$ cat src/rtl/laser_incidence_angle_assert.svh
// ----------------------------------------------------------------------------
// laser_incidence_angle_assert : assertion macros
// Clocked concurrent assertion wrappers, compiled out when SYNTH is defined.
// ----------------------------------------------------------------------------
`ifndef LASER_INCIDENCE_ANGLE_ASSERT_SVH
`define LASER_INCIDENCE_ANGLE_ASSERT_SVH
`ifndef SYNTH
// checked only out of reset
`define LIA_ASSERT(lbl, prop) \
  lbl: assert property (@(posedge clk) disable iff (!rst_n) prop) \
    else $error("assertion failed");
// checked at every edge, reset included
`define LIA_ASSERT_RST(lbl, prop) \
  lbl: assert property (@(posedge clk) prop) else $error("assertion failed");
`else
`define LIA_ASSERT(lbl, prop)
`define LIA_ASSERT_RST(lbl, prop)
`endif
`endif

$ cat src/rtl/lia_pkg.sv
`timescale 1ns / 1ps
// ----------------------------------------------------------------------------
// lia_pkg : shared types and constants
// Widths, queue entry layout and the CORDIC arctangent table.
// ----------------------------------------------------------------------------
package lia_pkg;

  localparam int CFG_IDX_W = 2;
  localparam logic [CFG_IDX_W-1:0] REG_ORIGIN_X = 2'd0;
  localparam logic [CFG_IDX_W-1:0] REG_ORIGIN_Y = 2'd1;
  localparam logic [CFG_IDX_W-1:0] REG_ORIGIN_Z = 2'd2;

  localparam int SUM_W  = 64;
  localparam int DOT_W  = 48;
  localparam int LEN_W  = 32;
  localparam int NUM_W  = 50;

  localparam int QDEPTH  = 4;
  localparam int QPTR_W  = 2;
  localparam int QCNT_W  = 3;

  localparam int SQ_STEPS     = 32;
  localparam int DIV_BITS     = 16;
  localparam int ASQ_STEPS    = 17;
  localparam int ASQ_W        = 34;
  localparam int CORDIC_STEPS = 17;
  localparam int X_W          = 20;
  localparam int Z_W          = 24;

  localparam int BACK_STAGES = (SQ_STEPS + 1) + (DIV_BITS + 1) + 2 +
                               (ASQ_STEPS + 1) + (CORDIC_STEPS + 1) + 1;

  localparam logic [15:0] COS_CLAMP = 16'd65529;
  localparam logic [14:0] ANGLE_MAX = 15'd23040;

  typedef struct packed {
    logic [SUM_W-1:0] sum;
    logic [DOT_W-1:0] dot_abs;
    logic             degen;
  } lia_item_t;

  // atan(2^-i) in 1/65536 degree
  function automatic logic signed [Z_W-1:0] atan_lut(input logic [4:0] i);
    logic signed [Z_W-1:0] r;
    case (i)
      5'd0:  r = 24'sd2949120;
      5'd1:  r = 24'sd1740967;
      5'd2:  r = 24'sd919879;
      5'd3:  r = 24'sd466945;
      5'd4:  r = 24'sd234379;
      5'd5:  r = 24'sd117304;
      5'd6:  r = 24'sd58666;
      5'd7:  r = 24'sd29335;
      5'd8:  r = 24'sd14668;
      5'd9:  r = 24'sd7334;
      5'd10: r = 24'sd3667;
      5'd11: r = 24'sd1833;
      5'd12: r = 24'sd917;
      5'd13: r = 24'sd458;
      5'd14: r = 24'sd229;
      5'd15: r = 24'sd115;
      5'd16: r = 24'sd57;
      default: r = '0;
    endcase
    return r;
  endfunction

endpackage

$ cat src/rtl/lia_queue.sv
`timescale 1ns / 1ps
// ----------------------------------------------------------------------------
// lia_queue : decoupling queue
// Short register FIFO between the front end and the back end pipeline.
// ----------------------------------------------------------------------------
module lia_queue import lia_pkg::*; (
  input  logic      clk,
  input  logic      rst_n,
  input  logic      push,
  input  lia_item_t push_item,
  output logic      full,
  input  logic      pop,
  output logic      empty,
  output lia_item_t head
);

  lia_item_t         mem_r [QDEPTH];
  logic [QPTR_W-1:0] wp_r, rp_r;
  logic [QCNT_W-1:0] cnt_r;

  assign full  = (cnt_r == QCNT_W'(QDEPTH));
  assign empty = (cnt_r == '0);
  assign head  = mem_r[rp_r];

  always_ff @(posedge clk) begin
    if (!rst_n) begin
      wp_r  <= '0;
      rp_r  <= '0;
      cnt_r <= '0;
    end else begin
      if (push) wp_r <= wp_r + 1'b1;
      if (pop)  rp_r <= rp_r + 1'b1;
      if (push && !pop)      cnt_r <= cnt_r + 1'b1;
      else if (pop && !push) cnt_r <= cnt_r - 1'b1;
    end
  end

  always_ff @(posedge clk) begin
    if (push) mem_r[wp_r] <= push_item;
  end

endmodule

$ cat config.mk
export PLATFORM = sky130hd
export DESIGN_NAME = lia_queue
export DESIGN_NICKNAME = d
export VERILOG_FILES = /design/src/rtl/laser_incidence_angle_assert.svh /design/src/rtl/lia_pkg.sv /design/src/rtl/lia_queue.sv
export SDC_FILE = /design/constraint.sdc
export NUM_CORES = 1
export LEC_CHECK = 0
export BUFFER_PORTS_ARGS = -buffer_cell sky130_fd_sc_hd__buf_4
export CAP_MARGIN = 20
export CORE_MARGIN = 5
export CORE_UTILIZATION = 51
export DETAILED_ROUTE_END_ITERATION = 16
export GPL_TIMING_DRIVEN = 1
export HOLD_SLACK_MARGIN = 0.1
export PLACE_DENSITY = 0.75
export SYNTH_ARGS = -nofsm -noshare
export SYNTH_HDL_FRONTEND = slang
export SYNTH_SLANG_ARGS = --single-unit
$ cat constraint.sdc
create_clock -name clk -period 3.7 [get_ports clk]
set_input_delay 0 -clock clk [delete_from_list [all_inputs] [get_ports clk]]
set_output_delay 0 -clock clk [all_outputs]
set_load 0.03 [all_outputs]
==> Word-level counts from Yosys, hierarchy flattened <==
Memories as Yosys holds them, arrays and structs flattened. A register that Yosys moved wholly into a read port is not among the register bits.
Cells that the tools add are included.
{ "classes": {"addsub": 4, "n_mul": 0, "n_div": 0, "magnitude_cmp": 0, "n_eq_ne": 1, "n_shift": 0, "n_mux": 6, "n_bitwise": 0, "n_reduce_logical": 6} }
{ "op_table": {"columns": ["op", "n"], "rows": [
  ["3-bit 2-to-1 mux", 2],
  ["2-bit by 1-bit adder with 2-bit output, second input constant", 2],
  ["2-bit 2-to-1 mux", 2],
  ["3-bit by 1-bit adder with 3-bit output, second input constant", 1],
  ["3-bit equality test, second input constant", 1],
  ["3-bit zero test", 1],
  ["3-bit by 1-bit subtractor with 3-bit output, second input constant", 1],
  ["1-bit logical AND", 2],
  ["1-bit zero test", 2],
  ["1-bit 2-to-1 mux", 2],
  ["2-bit nonzero test", 1]
]} }
{ "word_totals": {"ff_bits": 7, "latch_bits": 0, "mem_bits_rw": 452, "mem_bits_ro": 0, "input_bits": 117, "out_inout_bits": 115, "elab_cells": 21, "mem_count": 1} }
{ "mem_list": {"columns": ["name", "depth", "width", "read_ports", "rd_clocked_by_memory_dff", "wr", "line_no", "source"], "rows": [
  ["mem_r", 4, 113, 1, 1, 1, "lia_queue.sv:17", "lia_item_t mem_r [QDEPTH];"]
]} }

==> Depth between registers and ports, before layout <==
{ "depth": {"word_depth": 4, "depth_mapped": 7, "depth_no_buf": 7} }

==> Worst setup path after synthesis <==
OpenSTA, ideal clock, no wires.
{ "synth_path": {"path_type": "flip-flop to flip-flop", "from": "register wp_r[0]", "to": "memory mem_r[0][0] (netlist name), enable pin", "setup_ns": 0.485, "t_arrival_ns": 3.143, "t_required_ns": 3.215, "slack_ns": 0.072, "path_stages_with_launch": 4, "n_path_buf": 0, "synth_period_minus_slack_ns": 3.628, "cell_sequence": "dfxtp_1 > inv_1 > ha_1 > and2_1"} }
{ "synth_lines": {"columns": ["element", "line_no", "source"], "rows": [
  ["start: declaration", "lia_queue.sv:18", "logic [QPTR_W-1:0] wp_r, rp_r;"],
  ["start signal: assignment", "lia_queue.sv:31", "if (push) wp_r <= wp_r + 1'b1;"],
  ["end: declaration", "lia_queue.sv:17", null]
]} }
Straight into the memory's write port.

==> flow_summary_export.csv <==
group,metric,value,unit
setup_path,crit_top_cell,"buf_4",
cells_and_area,layout-drive-gt1-share,0.4089,
setup_path,regToRegSetupSlack,1.65,ns
min_path,hold_path_class,"in2reg",
synthesis,yosysWarnings,0,
clock_network,htree_levels,2,
setup_path,worstPathMaxFanout,43,
timing,fin_crit,2.441,ns
pwr,leakage,0.007436,µW
pwr,vdd_drop_max,530.3,µV
job,maxCapViolations,0,
synthesis,synth_compound_area_frac,0.0007458,
global_routing,grt_max_degree,74,
synthesis,syn_avg_cell_area,26.46,µm²
global_routing,grt_usage,0.1843,
floorplanning,start_util,0.5157,
clock_network,cts_tree,"built",
detailed_routing,drc,0,
synthesis,ys_types,22,
timing,hold_viol,0,
clock_network,ctsHoldBuffers,118,
setup_path,arrival,2.44,ns
clock_network,cts_inserted_buffers,45,
clock_network,cts_resized,0,
setup_path,crit_path_start_kind,"flop",
clock_network,clock_latency,0.54,ns
setup_path,cp_top_family,"flip-flops",
detailed_routing,drt_iter0_markers,573,
detailed_routing,firstDrtPassIters,7,
pwr,powerDensity,569.7,mW/mm²
place,dp_hpwl,19340,µm
synthesis,synthAdderAreaFrac,0.004922,
global_routing,grt_pass1_wl,51310,µm
synthesis,synth_seq_area_share,0.8197,
clock_network,root_buffer,"clkbuf_16",
cells_and_area,fillers,2066,
setup_path,crit_slowest_cell,"dfxtp_4",
timing,skew,0.01175,ns
detailed_routing,drt-total-wl,33110,µm
cells_and_area,layout_common_cells,"edfxtp_1, buf_4, dlygate4sd3_1, mux4_2, clkbuf_16",
synthesis,synth_top_cell_area_share,0.8090,
cells_and_area,layout_commonest_cell,"edfxtp_1",
clock_network,cts_buffer_depth,3,
setup_path,end_kind,"output pin",
timing,fin_crit_sh,0.6599,
timing,finalSetupViolations,0,
floorplanning,die_area,0.03662,mm²
synthesis,syn_inst,634,
detailed_routing,vias,7975,
floorplanning,io_pins,232,
timing,worst_pin_slew,0.8355,ns
place,numPortBuffers,231,
status,status,"finished, final reports clean",
clock_network,postCtsSetupBuffers,0,
place,globalplace.congestion,0.7244,
synthesis,yosysTopAreaCell,"edfxtp_1",
setup_path,slowest_delay,0.80,ns
timing,rsz0062_at_grt,"false",
timing,fmax,409.6,MHz
setup_path,worst-path-buf-inv,2,
synthesis,synth_top_family_by_area,"multiplexers",
floorplanning,die_w,191.4,µm
global_routing,first_global_vias,8781,
floorplanning,core_area,0.03254,mm²
setup_path,cp_num_cells,3,
synthesis,synth_mux_area_frac,0.1529,
global_routing,grt_antenna_before_repair,3,
min_path,hold-path-cell-count,2,
global_routing,gr-total-overflow,0,
pwr,power,12400,µW
detailed_routing,ant_nets,0,
synthesis,yosys.area_share.xor_xnor,0.002610,
clock_network,numClockSinks,461,
setup_path,worstRegToRegCells,4,
clock_network,cts.reportedPaths.clkPinSlew,0.06,ns
timing,final-max-slew-violation-count,0,
floorplanning,dieHeight,191.4,µm
cells_and_area,regArea,0.01376,mm²
detailed_routing,wl_per_cell,22.10,µm
synthesis,synthSimpleGateAreaFrac,0.005444,
synthesis,synthTopCellsByArea,"edfxtp_1, mux4_2, dfxtp_1",
synthesis,synth_nets,757,
cells_and_area,multiInputGateArea,0.002805,mm²
setup_path,cp_cell_sequence,"buf_4, mux4_2, buf_4",
floorplanning,num_rows,66,
timing,max-slew-margin-rel,0.4430,
synthesis,synth-seq-cells,461,
setup_path,path_class,"reg2out",
cells_and_area,synthToLayoutAreaGrowth,29.73,%
cells_and_area,layout.nets,1141,
detailed_routing,viasPerCell,5.324,
synthesis,syn_area,0.01678,mm²
timing,tns,0,ns
setup_path,required,3.70,ns
[metrics by stage]
step,instance area (µm²),setup WS (ns),utilization,instances,hold WS (ns)
2_1_floorplan,16780,0.07248,-,634,0.09887
3_3_place_gp,19040,1.636,0.5851,1295,0.2010
3_5_place_dp,19040,1.612,0.5851,1295,0.2036
4_1_cts,21760,1.190,0.6688,1496,0.1750
5_1_grt,21760,1.143,0.6689,1498,0.1878
6_report,21760,1.259,0.6689,1498,0.2101
[path summary, 6_finish.rpt]
kind / startpoint / endpoint
setup reg to reg: wp_r[0] / mem_r[0][106]
hold reg to reg: cnt_r[2] / cnt_r[2]
setup / recovery: flop / head[44]
hold / removal: push_item[65] / mem_r[1][65]
[power breakdown]
group / switching (µW) / internal, µW / leakage, µW
clock: 1820 / 2850 / 0.000761
combinational: 921 / 724 / 0.00245
sequential: 76.9 / 6000 / 0.00423
[metal layers]
| metal | track usage | up-vias | wire [µm] |
|---|---|---|---|
| met5 | 0 | - | 7 |
| met2 | 0.3076 | 308 | 16450 |
| met4 | 0.04171 | 2 | 649 |
| met3 | 0.04912 | 50 | 2779 |
| li1 | - | 3505 | - |
| met1 | 0.2478 | 4110 | 13220 |
[registers in the layout (all words and copies together) (netlist names), named ones only]
register,cells
mem_r,452
cnt_r,3
rp_r,2
wp_r,2
[kinds of logic after synthesis]
kind of cell,count (synthesis)
and+or+nand+nor,15
DFF,461
AOI/OAI and AO/OA,2
xor gates and xnor gates,5
buffers and inverters,30
adders and majority gates,6
muxes,115
[layout make-up]
| type | instances | area share |
|---|---|---|
| Antenna cell | 2 | 0.0002300 |
| Clock buffer | 61 | 0.05921 |
| Clock inverter | 22 | 0.01167 |
| Inverter | 4 | 0.0006899 |
| Multi-Input combinational cell | 143 | 0.1289 |
| Sequential cell | 461 | 0.6323 |
| Tap cell | 442 | 0.02541 |
| Timing Repair Buffer | 363 | 0.1417 |
[cell usage after synthesis]
cell	count
xnor2_1	2
edfxtp_1	452
mux4_2	113
a21boi_0	1
nand2_1	1
buf_4	1
clkbuf_1	4
xor2_1	3
fa_1	1
and2_1	9
or3_1	1
o21ai_0	1
inv_1	4
nor3_1	1
ha_1	5
buf_2	12
buf_6	1
mux2i_1	2
nor2b_1	2
nor3b_1	1
buf_8	8
dfxtp_1	9
[worst register-to-register path, delay by kind of cell (launching register included)]
family | cells | cell delay [ns]
AND/OR/NAND/NOR | 1 | 0.57
buffers and inverters | 2 | 0.60
adder cells (fa/ha/maj) | 1 | 0.15
flip-flops | 1 | 0.35
Power figures use the tool's default switching activity.
